$ cat src/hw/rtl/fife_pkg.sv
// Shared types, codes and constants of the fade-in/fade-out envelope generator.
package fife_pkg;

  // Quotient bits produced by the fade ratio division
  localparam int unsigned DivSteps = 16;

  // Q1.16 value of one for the fade ratio
  localparam logic [16:0] RatioOne = 17'h10000;

  // Q8.8 value of one for the latched scale
  localparam logic [15:0] ScaleOne = 16'h0100;

  // Request codes
  localparam logic [1:0] ReqStart = 2'd0;
  localparam logic [1:0] ReqTick  = 2'd1;
  localparam logic [1:0] ReqStop  = 2'd2;

  // Phase codes
  localparam logic [1:0] PhaseSteady  = 2'd0;
  localparam logic [1:0] PhaseFadeIn  = 2'd1;
  localparam logic [1:0] PhaseFadeOut = 2'd2;
  localparam logic [1:0] PhaseIdle    = 2'd3;

  // Configuration register indexes
  localparam logic [1:0] CfgBaseDuration = 2'd0;
  localparam logic [1:0] CfgFadeInTime   = 2'd1;
  localparam logic [1:0] CfgFadeOutTime  = 2'd2;

  typedef struct packed {
    logic [1:0]  req_type;
    logic [19:0] delta_time;
    logic [16:0] dynamic_scale;
    logic [15:0] shake_scale;
    logic [31:0] duration_override;
    logic        stop_immediately;
  } in_item_t;

  typedef struct packed {
    logic [15:0] weight;
    logic        running;
    logic        done_res;
    logic [1:0]  phase;
  } out_item_t;

  // Operations of the shared arithmetic unit
  typedef enum logic [1:0] {
    ALU_ADD_SAT,
    ALU_GE,
    ALU_MUL
  } alu_op_e;

  typedef struct packed {
    logic        flag;
    logic [49:0] value;
  } alu_res_t;

endpackage

$ cat src/hw/rtl/fade_in_fade_out_envelope.sv
// Top level: sequencer, envelope state and result register around the shared unit.
// Sequence: start, stop, unused codes and ticks while idle go straight to the result register;
// a running tick steps through the timers, the compares, a restoring division of the fade
// ratio during a fade and up to three multiplies, all on the one shared arithmetic unit.
// Throughput: one transaction at a time; input ready returns once the result is registered.
// Reset: asynchronous active low; timers cleared, scale one, envelope idle, no result pending.
module fade_in_fade_out_envelope (
  input  logic                clk_i,
  input  logic                rst_ni,
  input  logic                cfg_we_i,
  input  logic [1:0]          cfg_idx_i,
  input  logic [31:0]         cfg_wdata_i,
  input  logic                in_valid_i,
  output logic                in_ready_o,
  input  fife_pkg::in_item_t  in_data_i,
  output logic                out_valid_o,
  input  logic                out_ready_i,
  output fife_pkg::out_item_t out_data_o
);

  localparam int unsigned CntWidth = $clog2(fife_pkg::DivSteps);
  localparam logic [CntWidth-1:0] DivLast = CntWidth'(fife_pkg::DivSteps - 1);

  localparam logic [3:0] ST_IDLE   = 4'd0;
  localparam logic [3:0] ST_ELAP   = 4'd1;
  localparam logic [3:0] ST_DUR    = 4'd2;
  localparam logic [3:0] ST_FADDI  = 4'd3;
  localparam logic [3:0] ST_FADDO  = 4'd4;
  localparam logic [3:0] ST_INCMP  = 4'd5;
  localparam logic [3:0] ST_OUTCMP = 4'd6;
  localparam logic [3:0] ST_DIV    = 4'd7;
  localparam logic [3:0] ST_OUTMUL = 4'd8;
  localparam logic [3:0] ST_W1     = 4'd9;
  localparam logic [3:0] ST_W2     = 4'd10;
  localparam logic [3:0] ST_DONE   = 4'd11;

  logic [3:0]          state_q, state_d;
  logic [31:0]         base_dur_q, base_dur_d;
  logic [31:0]         fit_q, fit_d;
  logic [31:0]         fot_q, fot_d;
  logic [31:0]         elapsed_q, elapsed_d;
  logic [31:0]         fie_q, fie_d;
  logic [31:0]         foe_q, foe_d;
  logic [31:0]         act_dur_q, act_dur_d;
  logic [15:0]         scale_q, scale_d;
  logic                active_q, active_d;
  logic                finished_q, finished_d;
  logic                fin_q, fin_d;
  logic                fout_q, fout_d;
  logic [16:0]         ratio_q, ratio_d;
  logic [19:0]         delta_q, delta_d;
  logic [16:0]         alpha_q, alpha_d;
  logic [31:0]         rem_q, rem_d;
  logic [15:0]         quo_q, quo_d;
  logic [CntWidth-1:0] div_cnt_q, div_cnt_d;
  logic                div_out_q, div_out_d;
  logic [32:0]         prod_q, prod_d;
  logic [15:0]         weight_q, weight_d;
  logic                out_valid_q, out_valid_d;
  fife_pkg::out_item_t out_q, out_d;

  fife_pkg::alu_op_e   alu_op;
  logic [32:0]         alu_a;
  logic [32:0]         alu_b;
  fife_pkg::alu_res_t  alu_res;
  logic                running;

  fife_alu u_alu (
    .op_i  (alu_op),
    .a_i   (alu_a),
    .b_i   (alu_b),
    .res_o (alu_res)
  );

  assign running     = active_q & ~finished_q;
  assign in_ready_o  = (state_q == ST_IDLE);
  assign out_valid_o = out_valid_q;
  assign out_data_o  = out_q;

  // Sequence one transaction through the shared unit
  always_comb begin
    state_d     = state_q;
    base_dur_d  = base_dur_q;
    fit_d       = fit_q;
    fot_d       = fot_q;
    elapsed_d   = elapsed_q;
    fie_d       = fie_q;
    foe_d       = foe_q;
    act_dur_d   = act_dur_q;
    scale_d     = scale_q;
    active_d    = active_q;
    finished_d  = finished_q;
    fin_d       = fin_q;
    fout_d      = fout_q;
    ratio_d     = ratio_q;
    delta_d     = delta_q;
    alpha_d     = alpha_q;
    rem_d       = rem_q;
    quo_d       = quo_q;
    div_cnt_d   = div_cnt_q;
    div_out_d   = div_out_q;
    prod_d      = prod_q;
    weight_d    = weight_q;
    out_valid_d = out_valid_q;
    out_d       = out_q;
    alu_op      = fife_pkg::ALU_ADD_SAT;
    alu_a       = '0;
    alu_b       = '0;

    // Write configuration registers
    if (cfg_we_i) begin
      case (cfg_idx_i)
        fife_pkg::CfgBaseDuration: base_dur_d = cfg_wdata_i;
        fife_pkg::CfgFadeInTime:   fit_d      = cfg_wdata_i;
        fife_pkg::CfgFadeOutTime:  fot_d      = cfg_wdata_i;
        default: ;
      endcase
    end

    // Drop the result once taken
    if (out_valid_q && out_ready_i) begin
      out_valid_d = 1'b0;
    end

    case (state_q)
      ST_IDLE: begin
        if (in_valid_i) begin
          weight_d = '0;
          delta_d  = in_data_i.delta_time;
          alpha_d  = in_data_i.dynamic_scale;
          state_d  = ST_DONE;
          case (in_data_i.req_type)
            fife_pkg::ReqStart: begin
              elapsed_d  = '0;
              fie_d      = '0;
              foe_d      = '0;
              active_d   = 1'b1;
              finished_d = 1'b0;
              fin_d      = (fit_q != '0);
              fout_d     = 1'b0;
              scale_d    = in_data_i.shake_scale;
              act_dur_d  = (in_data_i.duration_override != '0) ?
                           in_data_i.duration_override : base_dur_q;
            end
            fife_pkg::ReqStop: begin
              if (in_data_i.stop_immediately || (fot_q == '0)) begin
                active_d   = 1'b0;
                finished_d = 1'b1;
                fin_d      = 1'b0;
                fout_d     = 1'b0;
              end else if (!fout_q) begin
                fin_d  = 1'b0;
                fout_d = 1'b1;
                foe_d  = '0;
              end
            end
            fife_pkg::ReqTick: begin
              if (running) begin
                ratio_d = fife_pkg::RatioOne;
                state_d = ST_ELAP;
              end
            end
            default: ;
          endcase
        end
      end

      // Advance the elapsed timer
      ST_ELAP: begin
        alu_op    = fife_pkg::ALU_ADD_SAT;
        alu_a     = {1'b0, elapsed_q};
        alu_b     = {13'd0, delta_q};
        elapsed_d = alu_res.value[31:0];
        state_d   = ST_DUR;
      end

      // Once a nonzero duration is reached, stop at once without fade-out time, else begin a graceful stop
      ST_DUR: begin
        alu_op = fife_pkg::ALU_GE;
        alu_a  = {1'b0, elapsed_q};
        alu_b  = {1'b0, act_dur_q};
        if ((act_dur_q != '0) && alu_res.flag) begin
          if (fot_q == '0) begin
            active_d   = 1'b0;
            finished_d = 1'b1;
            fin_d      = 1'b0;
            fout_d     = 1'b0;
            ratio_d    = '0;
          end else if (!fout_q) begin
            fin_d  = 1'b0;
            fout_d = 1'b1;
            foe_d  = '0;
          end
        end
        state_d = ST_FADDI;
      end

      // Advance the fade-in timer
      ST_FADDI: begin
        alu_op = fife_pkg::ALU_ADD_SAT;
        alu_a  = {1'b0, fie_q};
        alu_b  = {13'd0, delta_q};
        if (fin_q) begin
          fie_d = alu_res.value[31:0];
        end
        state_d = ST_FADDO;
      end

      // Advance the fade-out timer
      ST_FADDO: begin
        alu_op = fife_pkg::ALU_ADD_SAT;
        alu_a  = {1'b0, foe_q};
        alu_b  = {13'd0, delta_q};
        if (fout_q) begin
          foe_d = alu_res.value[31:0];
        end
        state_d = ST_INCMP;
      end

      // End the fade-in or start its ratio division
      ST_INCMP: begin
        alu_op  = fife_pkg::ALU_GE;
        alu_a   = {1'b0, fie_q};
        alu_b   = {1'b0, fit_q};
        state_d = ST_OUTCMP;
        if (fin_q) begin
          if (alu_res.flag) begin
            fin_d = 1'b0;
            fie_d = fit_q;
          end else begin
            rem_d     = fie_q;
            quo_d     = '0;
            div_out_d = 1'b0;
            state_d   = ST_DIV;
          end
        end
      end

      // End the fade-out or start its ratio division
      ST_OUTCMP: begin
        alu_op  = fife_pkg::ALU_GE;
        alu_a   = {1'b0, foe_q};
        alu_b   = {1'b0, fot_q};
        state_d = ST_W1;
        if (fout_q) begin
          if (alu_res.flag) begin
            fout_d     = 1'b0;
            foe_d      = fot_q;
            active_d   = 1'b0;
            finished_d = 1'b1;
            ratio_d    = '0;
          end else begin
            rem_d     = foe_q;
            quo_d     = '0;
            div_out_d = 1'b1;
            state_d   = ST_DIV;
          end
        end
      end

      // One restoring division step per cycle
      ST_DIV: begin
        alu_op = fife_pkg::ALU_GE;
        alu_a  = {rem_q, 1'b0};
        alu_b  = {1'b0, (div_out_q ? fot_q : fit_q)};
        rem_d  = alu_res.flag ? alu_res.value[31:0] : {rem_q[30:0], 1'b0};
        quo_d  = {quo_q[14:0], alu_res.flag};
        if (div_cnt_q == DivLast) begin
          div_cnt_d = '0;
          if (div_out_q) begin
            state_d = ST_OUTMUL;
          end else begin
            ratio_d = {1'b0, quo_d};
            state_d = ST_OUTCMP;
          end
        end else begin
          div_cnt_d = div_cnt_q + 1'b1;
        end
      end

      // Scale the ratio by the fade-out fraction
      ST_OUTMUL: begin
        alu_op  = fife_pkg::ALU_MUL;
        alu_a   = {16'd0, ratio_q};
        alu_b   = {16'd0, (fife_pkg::RatioOne - {1'b0, quo_q})};
        ratio_d = alu_res.value[32:16];
        state_d = ST_W1;
      end

      // Ratio times latched scale
      ST_W1: begin
        alu_op = fife_pkg::ALU_MUL;
        alu_a  = {16'd0, ratio_q};
        alu_b  = {17'd0, scale_q};
        if (running) begin
          prod_d  = alu_res.value[32:0];
          state_d = ST_W2;
        end else begin
          weight_d = '0;
          state_d  = ST_DONE;
        end
      end

      // Times alpha, shift down and saturate
      ST_W2: begin
        alu_op   = fife_pkg::ALU_MUL;
        alu_a    = prod_q;
        alu_b    = {16'd0, alpha_q};
        weight_d = (alu_res.value[49:48] != 2'b00) ? 16'hFFFF : alu_res.value[47:32];
        state_d  = ST_DONE;
      end

      // Load the result register when free
      ST_DONE: begin
        if (!out_valid_q || out_ready_i) begin
          out_d.weight   = running ? weight_q : '0;
          out_d.running  = running;
          out_d.done_res = finished_q;
          if (!running) begin
            out_d.phase = fife_pkg::PhaseIdle;
          end else if (fin_q) begin
            out_d.phase = fife_pkg::PhaseFadeIn;
          end else if (fout_q) begin
            out_d.phase = fife_pkg::PhaseFadeOut;
          end else begin
            out_d.phase = fife_pkg::PhaseSteady;
          end
          out_valid_d = 1'b1;
          state_d     = ST_IDLE;
        end
      end

      default: begin
        state_d = ST_IDLE;
      end
    endcase
  end

  // Control and envelope state
  always_ff @(posedge clk_i or negedge rst_ni) begin
    if (!rst_ni) begin
      state_q     <= ST_IDLE;
      base_dur_q  <= '0;
      fit_q       <= '0;
      fot_q       <= '0;
      elapsed_q   <= '0;
      fie_q       <= '0;
      foe_q       <= '0;
      act_dur_q   <= '0;
      scale_q     <= fife_pkg::ScaleOne;
      active_q    <= 1'b0;
      finished_q  <= 1'b0;
      fin_q       <= 1'b0;
      fout_q      <= 1'b0;
      div_cnt_q   <= '0;
      div_out_q   <= 1'b0;
      out_valid_q <= 1'b0;
    end else begin
      state_q     <= state_d;
      base_dur_q  <= base_dur_d;
      fit_q       <= fit_d;
      fot_q       <= fot_d;
      elapsed_q   <= elapsed_d;
      fie_q       <= fie_d;
      foe_q       <= foe_d;
      act_dur_q   <= act_dur_d;
      scale_q     <= scale_d;
      active_q    <= active_d;
      finished_q  <= finished_d;
      fin_q       <= fin_d;
      fout_q      <= fout_d;
      div_cnt_q   <= div_cnt_d;
      div_out_q   <= div_out_d;
      out_valid_q <= out_valid_d;
    end
  end

  // Datapath registers
  always_ff @(posedge clk_i) begin
    ratio_q  <= ratio_d;
    delta_q  <= delta_d;
    alpha_q  <= alpha_d;
    rem_q    <= rem_d;
    quo_q    <= quo_d;
    prod_q   <= prod_d;
    weight_q <= weight_d;
    out_q    <= out_d;
  end

  // Fade-in and fade-out never overlap
  assert property (@(posedge clk_i) disable iff (!rst_ni) !(fin_q && fout_q))
    else $error("fade-in and fade-out both set");

  // A finished envelope is never active
  assert property (@(posedge clk_i) disable iff (!rst_ni) finished_q |-> !active_q)
    else $error("finished envelope still active");

  // Division counter idles at zero outside the division
  assert property (@(posedge clk_i) disable iff (!rst_ni)
    (state_q != ST_DIV) |-> (div_cnt_q == '0))
    else $error("division counter left nonzero");

  // An accepted transaction drops ready on the next cycle
  assert property (@(posedge clk_i) disable iff (!rst_ni)
    (in_valid_i && in_ready_o) |=> !in_ready_o)
    else $error("ready held after accept");

  // A result that is not running carries zero weight and the idle phase
  assert property (@(posedge clk_i) disable iff (!rst_ni)
    (out_valid_o && !out_data_o.running) |->
    ((out_data_o.weight == '0) && (out_data_o.phase == fife_pkg::PhaseIdle)))
    else $error("idle result with weight or phase");

endmodule

$ cat src/hw/rtl/fife_alu.sv
// Shared arithmetic unit: saturating add, compare-subtract and multiply.
module fife_alu (
  input  fife_pkg::alu_op_e  op_i,
  input  logic [32:0]        a_i,
  input  logic [32:0]        b_i,
  output fife_pkg::alu_res_t res_o
);

  logic [32:0] sum;
  logic [33:0] diff;
  logic [49:0] prod;

  // Saturating add on the low 32 bits
  assign sum  = {1'b0, a_i[31:0]} + {1'b0, b_i[31:0]};
  // Full-width subtract, borrow gives the compare
  assign diff = {1'b0, a_i} - {1'b0, b_i};
  // 33 by 17 bit multiply
  assign prod = a_i * b_i[16:0];

  always_comb begin
    res_o = '0;
    case (op_i)
      fife_pkg::ALU_ADD_SAT: begin
        res_o.flag  = sum[32];
        res_o.value = {18'd0, (sum[32] ? 32'hFFFF_FFFF : sum[31:0])};
      end
      fife_pkg::ALU_GE: begin
        res_o.flag  = ~diff[33];
        res_o.value = {17'd0, diff[32:0]};
      end
      fife_pkg::ALU_MUL: begin
        res_o.flag  = 1'b0;
        res_o.value = prod;
      end
      default: begin
        res_o = '0;
      end
    endcase
  end

endmodule
$ cat config.mk
export PLATFORM = sky130hd
export DESIGN_NAME = fade_in_fade_out_envelope
export DESIGN_NICKNAME = d
export VERILOG_FILES = /design/src/hw/rtl/fife_pkg.sv /design/src/hw/rtl/fade_in_fade_out_envelope.sv /design/src/hw/rtl/fife_alu.sv
export SDC_FILE = /design/constraint.sdc
export NUM_CORES = 2
export LEC_CHECK = 0
export CAP_MARGIN = 20
export CORE_MARGIN = 2
export CORE_UTILIZATION = 40
export CTS_BUF_LIST = sky130_fd_sc_hd__clkbuf_2
export DETAILED_ROUTE_END_ITERATION = 12
export DONT_BUFFER_PORTS = 1
export GPL_TIMING_DRIVEN = 0
export PLACE_DENSITY = 0.6
export SYNTH_ARGS = -nofsm -noshare
export SYNTH_HDL_FRONTEND = slang
export SYNTH_HIERARCHICAL = 1
export SYNTH_SLANG_ARGS = --single-unit
$ cat constraint.sdc
create_clock -name clk_i -period 16.1 [get_ports clk_i]
set_input_delay 0.805 -clock clk_i [delete_from_list [all_inputs] [get_ports clk_i]]
set_output_delay 0.805 -clock clk_i [all_outputs]
set_load 0.02 [all_outputs]
Word level (Yosys, flattened, before mapping)
Cells that the tools add are included.
{"block": "word_totals", "reg_bits": 425, "wordCells": 229}
{"block": "op_classes", "addsub": 4, "multipliers": 1, "n_eq_ne": 39, "mux": 103, "bitwise": 4, "reduce_logical": 50}
{"cell": "32-bit 2-to-1 mux", "count": 21}
{"cell": "32-bit one-hot mux with 8 select lines", "count": 1}
{"cell": "33-bit one-hot mux with 6 select lines", "count": 1}
{"cell": "32-bit one-hot mux with 3 select lines", "count": 2}
{"cell": "17-bit 2-to-1 mux", "count": 9}
{"cell": "51-bit one-hot mux with 3 select lines", "count": 1}
{"cell": "32-bit one-hot mux with 2 select lines", "count": 2}
{"cell": "32-bit one-hot mux with 4 select lines", "count": 1}
{"cell": "16-bit 2-to-1 mux", "count": 6}
{"cell": "16-bit one-hot mux with 3 select lines", "count": 2}
{"cell": "32-bit nonzero test", "count": 3}
{"cell": "17-bit one-hot mux with 5 select lines", "count": 1}
{"cell": "33-bit by 17-bit multiplier with 50-bit output", "count": 1}
{"cell": "4-bit one-hot mux with 12 select lines", "count": 1}
{"cell": "4-bit 2-to-1 mux", "count": 9}
{"cell": "1-bit 2-to-1 mux", "count": 34}
{"cell": "33-bit by 32-bit subtractor with 34-bit output", "count": 1}
{"cell": "32-bit by 32-bit adder with 33-bit output", "count": 1}
{"cell": "32-bit zero test", "count": 1}
{"cell": "2-bit inequality test (second input constant)", "count": 15}
{"cell": "4-bit equality test (second input constant)", "count": 5}
{"cell": "17-bit by 16-bit subtractor with 17-bit output (first input constant)", "count": 1}
{"cell": "4-bit by 3-bit equality test with 1-bit output (second input constant)", "count": 4}
{"cell": "3-bit nonzero test", "count": 5}
{"cell": "33 further kinds", "count": 73}

Depth between registers and ports, before layout
{"block": "depth", "ltp_word": 9, "mapped_depth": 39, "mapped_depth_nobuf": 34}

Hierarchy
Netlist, hierarchy kept.
{"module": "fife_alu", "n_inst": 1, "cells_per_inst": 2810, "area_per_inst_um2": 22200.0, "seq_area_each_um2": 0.0}
{"module": "fade_in_fade_out_envelope", "n_inst": 1, "cells_per_inst": 1782, "area_per_inst_um2": 19912.8, "seq_area_each_um2": 11492.3}

Worst setup path after synthesis
Ideal clock, no wire load.
{"block": "synth_path", "path_kind": "reg-to-reg", "startpoint": "reg state_q[0]", "endpoint": "reg weight_q[14], data pin", "setup_time_ns": 0.256, "arrival_ns": 8.303, "required_ns": 15.844, "slack_ns": 7.541, "path_stages_with_launch": 35, "path_buffers": 7, "path_cell_list": "dfrtp_1 -> buf_6 -> nand2b_1 -> clkbuf_1 -> nor2_1 -> clkbuf_1 -> clkbuf_1 -> a22oi_1 -> nand3_1 -> clkbuf_1 -> nand2_1 -> fa_1 -> fa_1 -> fa_1 -> fa_1 -> inv_1 -> fa_1 -> inv_1 -> fa_1 -> inv_1 -> ha_1 -> nand2_1 -> o21ai_0 -> a22oi_1 -> o21a_1 -> or4_1 -> a311oi_1 -> o211ai_1 -> a21oi_1 -> nor3b_1 -> or2_2 -> buf_1 -> clkbuf_1 -> o21ai_0 -> nand2_1"}
{"element": "from (decl)", "line_no": "fade_in_fade_out_envelope.sv:37", "rtl": "logic [3:0] state_q, state_d;"}
{"element": "from (signal assigned)", "line_no": "fade_in_fade_out_envelope.sv:359", "rtl": "state_q <= state_d;"}
{"element": "to (signal assigned)", "line_no": "fade_in_fade_out_envelope.sv:386", "rtl": "weight_q <= weight_d;"}
{"element": "to (decl)", "line_no": "fade_in_fade_out_envelope.sv:58", "rtl": "logic [15:0] weight_q, weight_d;"}

==> reports/results.ini <==
[routing]
dr.pass1.iters=9
finalWirelength_um=163500
drtIter0Drc=3893
routedWlPerCell_um=25.83
drcViolationCount=0
routed_via_density=5.741
antenna_left=0
vias=36350

[synthesis]
synth_common_cells=inv_1 (692), nand2_1 (691), fa_1 (466)
synth_edf_count=171
async_flop_share_pct=59.76
ys_seq_area_share_pct=27.29
ys_ff_latch=425
yosysTopAreaCell=fa_1
ys_warn_count=6
syn_area_per_cell_um2=9.171
synth_most_common_cell=inv_1
synth_area_mm2=0.04211
synth_cell_types=105
syn_inst=4592
netlist_top_cells_area=fa_1 (22%), dfrtp_1 (15%), edfxtp_1 (12%)
synth_nets=5376
yosys_most_used_dff=dfrtp_1
yosysTopAreaCellShare_pct=22.15

[placement]
gp_congestion=1.001
pre_cts_ws_ns=4.067
hpwl_um=131100
placed_area_mm2=0.04406
portBuffers=0

[clock_network]
cts-root-buf=clkbuf_2
cts_buffer_depth=3
insertion_delay_ns=1.16
cts_setup_buffers=0
htreeDepth=3
cts_buffers=101
cts-hold-fix-buffers=123
clk_pin_slew_ns=0.14
cts_resized=0
clkSinkCount=425
tritoncts=done

[setup_path]
endpoint_kind=flip-flop
arrival_ns=13.39
reg2reg_from=state_q[3]$_DFFE_PN0P_
cpPeakStageDelay_ns=0.92
slowest_stage=a311oi_1
worstPathMaxFanout=10
worst_path_most_repeated_cell=fa_1
path_class=reg -> reg
worstSetupStartpoint=state_q[3]$_DFFE_PN0P_
worstPathRequired_ns=16.98
cp-start-kind=flip-flop

[cells_and_area]
num-nets-final=5629
drive_above_1_share_pct=8.413
finalInstanceArea_mm2=0.04636
fill_cells=10420
areaGrowthSynthToFinish_pct=10.09

[sta]
max_freq_ghz=0.07992
min_period_over_period_pct=77.72
hold_viol=0
finalSetupTns_ns=0
fin_skew_ns=0.1258
post-route-min-period_ns=12.51
timing.hold.ws_ns=0.05721
slew_viol_final=0
rsz0062_at_grt=no
slew-limit-headroom_pct=18.38
timing.final.ws_setup_ns=3.587
tightestPinTransition_ns=1.224
setup_violations=0

[global_route]
grt_pass1_wl_um=244300
grt.overflow.total=0
grt_max_degree=255
antenna_found_initial=10
track_usage_pct=30.44
first_global_vias=37390

[die]
die_h_um=328.5
start_util_pct=40.18
die_w_um=328.5
design.portCount=149
rows=119
die_area_mm2=0.1079
coreArea_mm2=0.1048

[worst_hold_path]
hp-start=cfg_idx_i[0]
hold_path_class=in -> reg

[flow_run]
maxCapViolations=0

[run_status]
status=completed

critical path, delay by kind of cell (launching register included):
family / cells / cell delay (ns)
adder cells (fa/ha/maj): 7 / 3.43
flip-flops: 1 / 0.44
buffers and inverters: 8 / 2.85
AND/OR/NAND/NOR: 7 / 1.96
AO/OA/AOI/OAI: 9 / 3.51
multiplexers: 1 / 0.10
layout make-up:
cell class	count	area [um^2]	area share, %
buffer	275	1130	2.437
multi-input combinational	3196	26900	58.02
timing repair buffer	150	1493	3.220
inverter	696	2615	5.640
clock buffer	145	725.7	1.565
antenna	8	20.02	0.04318
sequential	425	11490	24.79
tap	1391	1740	3.754
clock inverter	46	247.7	0.5343
sequential cells by signal, indices dropped and copies added, names as in the netlist, 4 cells and up:
name        cells
prod_q         33
fit_q          32
ratio_q        17
out_data_o     20
div_cnt_q       4
alpha_q        17
delta_q        20
state_q         4
fie_q          32
weight_q       16
elapsed_q      32
act_dur_q      32
foe_q          32
base_dur_q     32
quo_q          16
fot_q          32
rem_q          32
scale_q        16
metrics by stage:
step	util (%)	std cells
finish	44.23	6332
global route	44.22	6328
CTS	44.16	6319
detailed placement	42.04	6005
global placement	41.84	5983
floorplan	-	4592
metal layers:
layer	share of wire [%]	wire (um)	GRT usage, %	vias up
met3	8.9	14530	6.000	448
met5	0.043	70	0	-
met1	39	63600	38.54	18060
met2	46	74700	48.88	1949
met4	6.5	10630	16.91	8
li1	-	-	-	15880
worst paths after layout:
path | slack (ns) | cells past startpoint | end
min | 0.06 | 2 | base_dur_q[6]$_DFFE_PN0P_
max | 3.59 | 32 | rem_q[25]$_DFFE_PP_
min in group asynchronous | 0.34 | 2 | act_dur_q[15]$_DFFE_PN0P_
min reg2reg | 0.49 | 1 | div_cnt_q[3]$_DFFE_PN0P_
max reg2reg | 3.59 | 32 | rem_q[25]$_DFFE_PP_
max in group asynchronous | 14.44 | 3 | scale_q[3]$_DFFE_PN0P_
cells in the final DEF (no fill, tap or decap), types with 171 or more instances in the layout:
master	synthesis	layout
a21oi_1	231	229
and2_1	215	215
clkbuf_1	222	222
dfrtp_1	253	253
edfxtp_1	171	171
fa_1	466	466
ha_1	191	191
inv_1	692	691
nand2_1	691	691
nor2_1	175	175
o21ai_0	195	193
logic make-up (layout without fill, tap and decap cells):
family	after synthesis	in the layout	synth area share (%)
xor+xnor	74	74	1.539
buf+inv	971	1312	8.892
flops	425	425	27.29
compound gates	935	935	15.17
mux	157	157	4.106
fa+ha+maj	657	657	27.83
simple gates	1372	1372	15.17
other cells	1	9	0.008905
Power is left out: the tool's default activity adds up to more than one toggle a clock period on the data nets, which glitch-free logic cannot reach.
